### config.mk
export PLATFORM = sky130hd
export DESIGN_NAME = ps2_mouse_packet_tracker
export DESIGN_NICKNAME = d
export VERILOG_FILES = /design/src/hw/rtl/psmt_pkg.sv /design/src/hw/rtl/psmt_axis.sv /design/src/hw/rtl/ps2_mouse_packet_tracker.sv
export SDC_FILE = /design/constraint.sdc
export NUM_CORES = 1
export LEC_CHECK = 0
export BUFFER_PORTS_ARGS = -buffer_cell sky130_fd_sc_hd__clkbuf_2
export CAP_MARGIN = 20
export CELL_PAD_IN_SITES_DETAIL_PLACEMENT = 1
export CELL_PAD_IN_SITES_GLOBAL_PLACEMENT = 2
export CORE_MARGIN = 8
export CORE_UTILIZATION = 39
export DETAILED_ROUTE_END_ITERATION = 12
export PLACE_DENSITY_LB_ADDON = 0.1
export SETUP_SLACK_MARGIN = 0.05
export SYNTH_ARGS = -nofsm -noshare
export SYNTH_HDL_FRONTEND = slang
export SYNTH_SLANG_ARGS = --single-unit
### constraint.sdc
create_clock -name clk_i -period 5.78 [get_ports clk_i]
set_input_delay 0.289 -clock clk_i [delete_from_list [all_inputs] [get_ports clk_i]]
set_output_delay 0.289 -clock clk_i [all_outputs]
set_load 0.02 [all_outputs]
### src/hw/rtl/psmt_pkg.sv
// Shared types and constants for the PS/2 mouse packet tracker.
`timescale 1ns / 1ps
`default_nettype none

package psmt_pkg;

  // Width of the screen limit registers.
  localparam int unsigned CfgW = 13;
  // Width of the configuration register index.
  localparam int unsigned CfgIdxW = 1;

  // Register indexes.
  localparam logic [CfgIdxW-1:0] RegScreenWidth  = 1'b0;
  localparam logic [CfgIdxW-1:0] RegScreenHeight = 1'b1;

  // Reset values of the limits.
  localparam logic [CfgW-1:0] ScreenWidthRst  = 13'd1024;
  localparam logic [CfgW-1:0] ScreenHeightRst = 13'd768;

  // Reset cursor position before saturation to the coordinate range.
  localparam int unsigned CurXRst = 512;
  localparam int unsigned CurYRst = 384;

  // Header byte bit positions.
  localparam int unsigned HdrLeftBit   = 0;
  localparam int unsigned HdrRightBit  = 1;
  localparam int unsigned HdrMiddleBit = 2;
  localparam int unsigned HdrSyncBit   = 3;
  localparam int unsigned HdrXSignBit  = 4;
  localparam int unsigned HdrYSignBit  = 5;

  // Signed delta width after negation of the Y delta (-255..256).
  localparam int unsigned DeltaW = 10;

  // Byte position within a packet.
  typedef enum logic [2:0] {
    PH_HEAD = 3'b001,
    PH_DX   = 3'b010,
    PH_DY   = 3'b100
  } phase_e;

endpackage

`default_nettype wire

### src/hw/rtl/psmt_axis.sv
// One cursor axis: add a signed delta and clamp to the screen limit.
`timescale 1ns / 1ps
`default_nettype none

module psmt_axis #(
  parameter int unsigned COORD_BITS = 12
) (
  input  wire logic [COORD_BITS-1:0]           cur_i,
  input  wire logic signed [psmt_pkg::DeltaW-1:0] delta_i,
  input  wire logic [psmt_pkg::CfgW-1:0]       limit_i,
  output logic      [COORD_BITS-1:0]           next_o
);

  localparam int unsigned MaxW = (COORD_BITS > psmt_pkg::CfgW) ? COORD_BITS : psmt_pkg::CfgW;
  localparam int unsigned SW   = MaxW + 2;
  localparam logic [SW-1:0] CMax = SW'((64'd1 << COORD_BITS) - 64'd1);

  logic [psmt_pkg::CfgW-1:0] lim_m1;
  logic [SW-1:0]             lim_ext;
  logic [SW-1:0]             top;
  logic [SW-1:0]             sum;
  logic [SW-1:0]             sel;

  always_comb begin
    // a zero limit acts as one
    lim_m1  = (limit_i == '0) ? '0 : limit_i - psmt_pkg::CfgW'(1);
    lim_ext = {{(SW - psmt_pkg::CfgW){1'b0}}, lim_m1};
    top     = (lim_ext > CMax) ? CMax : lim_ext;
    sum     = {{(SW - COORD_BITS){1'b0}}, cur_i}
            + {{(SW - psmt_pkg::DeltaW){delta_i[psmt_pkg::DeltaW-1]}}, delta_i};
    if (sum[SW-1]) begin
      sel = '0;
    end else if (sum > top) begin
      sel = top;
    end else begin
      sel = sum;
    end
    next_o = sel[COORD_BITS-1:0];
  end

endmodule

`default_nettype wire

### src/hw/rtl/ps2_mouse_packet_tracker.sv
// Top level of the PS/2 mouse packet tracker.
//
// Usage:
//   Input channel (in_valid_i / in_ready_o) carries one controller byte per
//   request with its aux flag. Bytes are gathered into 3-byte packets; while
//   waiting for a header, non-aux bytes and bytes without the sync bit are
//   dropped. The third byte of a packet yields one request on the output
//   channel (out_valid_o / out_ready_i): clamped cursor x/y and three buttons.
//   Order: an accepted request is first held in the input register, then
//   processed; a packet's result is registered in the result register.
//   Throughput: one byte per cycle. The input register and the result
//   register are decoupled; a byte is processed whenever the result register
//   is free or being drained in the same cycle.
//   Receiver stall: the result holds; one more byte is taken into the input
//   register, then in_ready_o drops until the result is taken.
//   Configuration: cfg_we_i writes cfg_wdata_i into the limit selected by
//   cfg_idx_i (0 width, 1 height); new limits apply to packets completed after the write.
//   Reset: asynchronous, active low; phase back to header, limits 1024x768,
//   cursor at 512,384 (saturated to the coordinate range), no results pending.
`timescale 1ns / 1ps
`default_nettype none

module ps2_mouse_packet_tracker #(
  parameter int unsigned COORD_BITS = 12
) (
  input  wire logic                          clk_i,
  input  wire logic                          rst_ni,
  // configuration write port
  input  wire logic                          cfg_we_i,
  input  wire logic [psmt_pkg::CfgIdxW-1:0]  cfg_idx_i,
  input  wire logic [psmt_pkg::CfgW-1:0]     cfg_wdata_i,
  // byte input channel
  input  wire logic                          in_valid_i,
  output logic                               in_ready_o,
  input  wire logic [7:0]                    rx_byte_i,
  input  wire logic                          from_aux_i,
  // packet result channel
  output logic                               out_valid_o,
  input  wire logic                          out_ready_i,
  output logic [COORD_BITS-1:0]              pos_x_o,
  output logic [COORD_BITS-1:0]              pos_y_o,
  output logic                               btn_left_o,
  output logic                               btn_right_o,
  output logic                               btn_middle_o
);

  localparam int unsigned CMaxI = (1 << COORD_BITS) - 1;
  localparam logic [COORD_BITS-1:0] RstX =
    COORD_BITS'((CMaxI < psmt_pkg::CurXRst) ? CMaxI : psmt_pkg::CurXRst);
  localparam logic [COORD_BITS-1:0] RstY =
    COORD_BITS'((CMaxI < psmt_pkg::CurYRst) ? CMaxI : psmt_pkg::CurYRst);

  // limit registers
  logic [psmt_pkg::CfgW-1:0] width_q, height_q;

  always_ff @(posedge clk_i or negedge rst_ni) begin
    if (!rst_ni) begin
      width_q  <= psmt_pkg::ScreenWidthRst;
      height_q <= psmt_pkg::ScreenHeightRst;
    end else if (cfg_we_i) begin
      unique case (cfg_idx_i)
        psmt_pkg::RegScreenWidth:  width_q  <= cfg_wdata_i;
        psmt_pkg::RegScreenHeight: height_q <= cfg_wdata_i;
        default: ;
      endcase
    end
  end

  // input register
  logic       in_valid_q;
  logic [7:0] in_byte_q;
  logic       in_aux_q;
  logic       proc;

  // a held byte moves on when the result slot is free or draining
  assign proc       = in_valid_q && (!out_valid_o || out_ready_i);
  assign in_ready_o = !in_valid_q || proc;

  always_ff @(posedge clk_i or negedge rst_ni) begin
    if (!rst_ni) begin
      in_valid_q <= 1'b0;
    end else if (in_ready_o) begin
      in_valid_q <= in_valid_i;
    end
  end

  always_ff @(posedge clk_i) begin
    if (in_ready_o && in_valid_i) begin
      in_byte_q <= rx_byte_i;
      in_aux_q  <= from_aux_i;
    end
  end

  // packet assembly
  psmt_pkg::phase_e         phase_q, phase_d;
  logic [7:0]               hdr_q, hdr_d;
  logic [7:0]               dx_q, dx_d;
  logic [COORD_BITS-1:0]    cur_x_q, cur_x_d;
  logic [COORD_BITS-1:0]    cur_y_q, cur_y_d;
  logic                     pkt_done;

  logic signed [psmt_pkg::DeltaW-1:0] dx_ext, dy_neg;
  logic [COORD_BITS-1:0]    next_x, next_y;

  // 9-bit deltas; y is negated so screen-down is positive
  always_comb begin
    dx_ext = {hdr_q[psmt_pkg::HdrXSignBit], hdr_q[psmt_pkg::HdrXSignBit], dx_q};
    dy_neg = psmt_pkg::DeltaW'(0)
           - {hdr_q[psmt_pkg::HdrYSignBit], hdr_q[psmt_pkg::HdrYSignBit], in_byte_q};
  end

  psmt_axis #(.COORD_BITS(COORD_BITS)) u_axis_x (
    .cur_i   (cur_x_q),
    .delta_i (dx_ext),
    .limit_i (width_q),
    .next_o  (next_x)
  );

  psmt_axis #(.COORD_BITS(COORD_BITS)) u_axis_y (
    .cur_i   (cur_y_q),
    .delta_i (dy_neg),
    .limit_i (height_q),
    .next_o  (next_y)
  );

  always_comb begin
    phase_d  = phase_q;
    hdr_d    = hdr_q;
    dx_d     = dx_q;
    cur_x_d  = cur_x_q;
    cur_y_d  = cur_y_q;
    pkt_done = 1'b0;
    if (proc) begin
      unique case (phase_q)
        psmt_pkg::PH_HEAD: begin
          // drop non-aux bytes and bytes out of sync
          if (in_aux_q && in_byte_q[psmt_pkg::HdrSyncBit]) begin
            hdr_d   = in_byte_q;
            phase_d = psmt_pkg::PH_DX;
          end
        end
        psmt_pkg::PH_DX: begin
          dx_d    = in_byte_q;
          phase_d = psmt_pkg::PH_DY;
        end
        psmt_pkg::PH_DY: begin
          cur_x_d  = next_x;
          cur_y_d  = next_y;
          pkt_done = 1'b1;
          phase_d  = psmt_pkg::PH_HEAD;
        end
        default: begin
          phase_d = psmt_pkg::PH_HEAD;
        end
      endcase
    end
  end

  always_ff @(posedge clk_i or negedge rst_ni) begin
    if (!rst_ni) begin
      phase_q <= psmt_pkg::PH_HEAD;
      hdr_q   <= '0;
      dx_q    <= '0;
      cur_x_q <= RstX;
      cur_y_q <= RstY;
    end else begin
      phase_q <= phase_d;
      hdr_q   <= hdr_d;
      dx_q    <= dx_d;
      cur_x_q <= cur_x_d;
      cur_y_q <= cur_y_d;
    end
  end

  // result register
  logic out_valid_q;

  always_ff @(posedge clk_i or negedge rst_ni) begin
    if (!rst_ni) begin
      out_valid_q <= 1'b0;
    end else if (pkt_done) begin
      out_valid_q <= 1'b1;
    end else if (out_ready_i) begin
      out_valid_q <= 1'b0;
    end
  end

  always_ff @(posedge clk_i) begin
    if (pkt_done) begin
      pos_x_o      <= next_x;
      pos_y_o      <= next_y;
      btn_left_o   <= hdr_q[psmt_pkg::HdrLeftBit];
      btn_right_o  <= hdr_q[psmt_pkg::HdrRightBit];
      btn_middle_o <= hdr_q[psmt_pkg::HdrMiddleBit];
    end
  end

  assign out_valid_o = out_valid_q;

endmodule

`default_nettype wire

==> metrics.md <==
| Metric | Value |
|---|---|
| Outcome | complete, no violations |
| Cell internal pwr | 1.67 mW |
| Final Hold Violating Endpoints | 0 |
| Worst voltage drop across the vdd grid | 0.215 mV |
| Post-DP HPWL | 13.9 mm |
| Vias in the first global route | 5548 |
| Crit Path Category | register to register |
| CTS buffer count | 9 |
| Fin worst setup slack | 1.06 ns |
| Top cell type's share of synthesized area | 22.8% |
| CTS tree | built |
| Switch share | 41.7% |
| Post-Route WL | 18.1 mm |
| Pwr/cell area | 382 nW/µm² |
| R2R cell count | 16 |
| Worst Setup End Kind | register |
| Layout cells sized above 1 | 19.7% |
| Sequential power share | a little over a third |
| Top cells by area, synth | dfrtp_1 23%, edfxtp_1 16%, ha_1 10% |
| Clk sinks | about 100 |
| WP data required | 5.88 ns |
| Fin Clk Skew | 0.00745 ns |
| Slew @ Worst Pin | 0.933 ns |
| Via-to-Cell Ratio | 5.45 |
| Switching power | 1.20 mW |
| Clock latency on the worst-skew pair | 0.36 ns |
| Total grt overflow | 0 |
| Clock Power Share | 21.6% |
| Most used flip-flop cell after synthesis | dfrtp_1 |
| Post-CTS Setup Bufs | 0 |
| Core area | 17100 µm² |
| Ports | 57 |
| Port buffer count | 56 |
| Crit path launch type | register |
| Ant diodes | 0 |
| Worst setup startpoint | dx_q[0] |
| Max-cap viol count | 0 |
| Worst flop-to-flop path startpoint | dx_q[0] |
| Finished Layout Cells | 956 |
| Maximum clock rate | ~210 MHz |
| Die W | 147 µm |
| Final Slew Violations | 0 |
| Slew headroom | between 30 and 40% |
| RSZ-0062 raised after global routing | no |
| Synth top cells by count | 70 x nor2_1, 67 x nand2_1, 61 x dfrtp_1 |
| Min cycle time layout | 4.72 ns |
| Post-CTS Hold Fix Bufs | 0 |
| Vias | 5213 |
| Most common cell in the netlist | nor2_1 |
| Initial antenna violation count | 0 |
| Die Area | 21600 µm² |
| Leakage | about 3.3 nW |
| Layout area overhead | 12.0% |
| Largest net degree at the start of global routing | just under 70 |
| Clock Path Buffers | 2 |
| Syn. warnings | 0 |
| Setup TNS | 0 ns |
| Die Y | 147 µm |
| Design Power | 2.87 mW |
| Initial core utilization | between 30% and 40% |
| Post-CTS sizing | 0 |
| DRT Pass-1 Iters | 6 |
| CP endpoint | pos_x_o[3] |
| Worst hold path class | primary input to register |
| Placed cells | about 940 |
| Setup WS pre-CTS | between 1 and 1.5 ns |
| Synth cell types | 69 |
| Worst path arrival time | 4.82 ns |
| Drc violations | 0 |
| Max H-tree Level | 3 |
| Core Rows | between 40 and 50 |
| Seq/Total Area, Yosys | a little over two fifths |
| CTS root buf | clkbuf_16 |
| Comb pwr share | about 43% |
| Flops & latches, synth | 104 |
| Synth Area per Inst | 9.97 µm² |
| Clk slew on worst S/H paths | around 0.080 ns |
| DRT antenna net count | 0 |
| Area leader, netlist | dfrtp_1 |
| Instance count of the mapped netlist | 672 |
| GPL Wtd Cong | 0.851 |
| Crit Path Max Fanout | 19 |
| Number of DRC markers in iteration 0 | 172 |
| Worst r2r dst | pos_x_o[3] |
| Net count, final | 810 |
| Period utilisation layout | approximately four fifths |
| Post-synth EDFFs | 36 |
| First-pass GRT wire length | 29.5 mm |
| Routed len/inst | 18.9 µm |
| Ys async rst share | between 60% and 70% |
| Tot GR Track Use | roughly 17% |
| Worst reg-to-reg setup slack | 1.06 ns |
| Final setup violation count | 0 |
| Synth Cell Area | 6700 µm² |
## final cells by class
type                            count  area (µm²)
Inverter                           39         146
Fill cell                        2005        9550
Clock buffer                        9         225
Timing Repair Buffer               63         337
Sequential cell                   104        2790
Multi-Input combinational cell    509        3650
Tap cell                          225         282
Clock inverter                      7        71.3
## through the flow
step | hold WS [ns] | util [%] | instance area [µm²]
after CTS | 0.0883 | 43.9 | 7490
after detailed placement | 0.441 | 42.2 | 7200
after floorplan | -0.00659 | - | 6710
final | 0.105 | 44.0 | 7510
after global placement | 0.442 | 42.2 | 7200
after global routing | 0.0864 | 44.0 | 7510
## worst min path at each step
stage                      start  cells past startpoint            to  slack [ns]
floorplan                 rst_ni                      0    cur_x_q[0]      -0.007
detailed placement      hdr_q[1]                      0   btn_right_o        0.44
global route        rx_byte_i[7]                      1  in_byte_q[7]        0.09
global placement        hdr_q[1]                      0   btn_right_o        0.44
CTS                 rx_byte_i[4]                      1  in_byte_q[4]        0.09
finish              rx_byte_i[4]                      1  in_byte_q[4]        0.10
## state kept, by name, summed over array words and instances, names as in the netlist, 3 cells and up
| register | cells |
|---|---|
| in_byte_q | 8 |
| hdr_q | 5 |
| height_q | 13 |
| cur_x_q | 12 |
| phase_q | 3 |
| cur_y_q | 12 |
| width_q | 13 |
| dx_q | 8 |
| pos_x_o | 12 |
| pos_y_o | 12 |
## placed cells by master, fill, tap and decap left out, types with 7 or more instances in the layout
master     count
inv_1         38
ha_1          54
xor2_1        11
o21ai_0       31
nand3_1       12
o31ai_2       12
clkbuf_16      9
a21oi_1       31
mux2i_1       11
nor3_1        19
clkbuf_2      55
mux2_2        32
nand2_1       67
nor2b_1        8
nand2b_1       9
o31ai_1       13
edfxtp_1      36
nor2_1        70
xnor2_1       16
a21o_1        10
dfrtp_1       61
dfstp_2        7
## routing by layer
metal / up-vias / share of wire, % / GRT usage, %
li1: 2536 / - / -
met1: 2590 / 47 / 22.0
met2: 68 / 48 / 29.2
met3: 19 / 3.1 / 2.80
met4: 0 / 1.4 / 4.95
met5: - / 0 / 0
## power by group through the flow
| stage | Clock [mW] | Sequential, mW | Combinational, mW |
|---|---|---|---|
| 6_report | 0.619 | 1.02 | 1.23 |
| 5_1_grt | 0.663 | 1.03 | 1.38 |
| 4_1_cts | 0.644 | 1.02 | 1.24 |
| 3_5_place_dp | 0 | 1.03 | 1.22 |
| 3_3_place_gp | 0 | 1.03 | 1.19 |
| 2_1_floorplan | 0 | 0.982 | 0.944 |
## critical path, cell delays in order, from the launching register on
cell,delay [ns]
dfrtp_1,0.39
ha_1,0.25
fa_1,0.41
a21oi_1,0.21
o211ai_1,0.20
or4b_1,0.53
a31oi_1,0.18
nor2_1,0.05
nor2_1,0.13
xnor2_1,0.09
ha_1,0.32
nand2_1,0.08
a2111oi_0,0.42
o22ai_1,0.19
a21oi_4,0.50
mux2i_1,0.43
nor2_1,0.09
## cells by family (layout without fill, tap and decap cells)
group                      after synthesis  count (layout)  synth area share, %
AOI/OAI and AO/OA                      149             149                 15.8
and+or+nand+nor                        229             229                 16.8
DFF                                    104             104                 41.6
xor gates and xnor gates                28              28                 3.77
muxes                                   43              43                 7.02
other                                    1               2               0.0559
buffers and inverters                   60             118                 3.90
adders and majority gates               58              58                 11.0
Note: power is estimated with default switching activity, not from simulation.
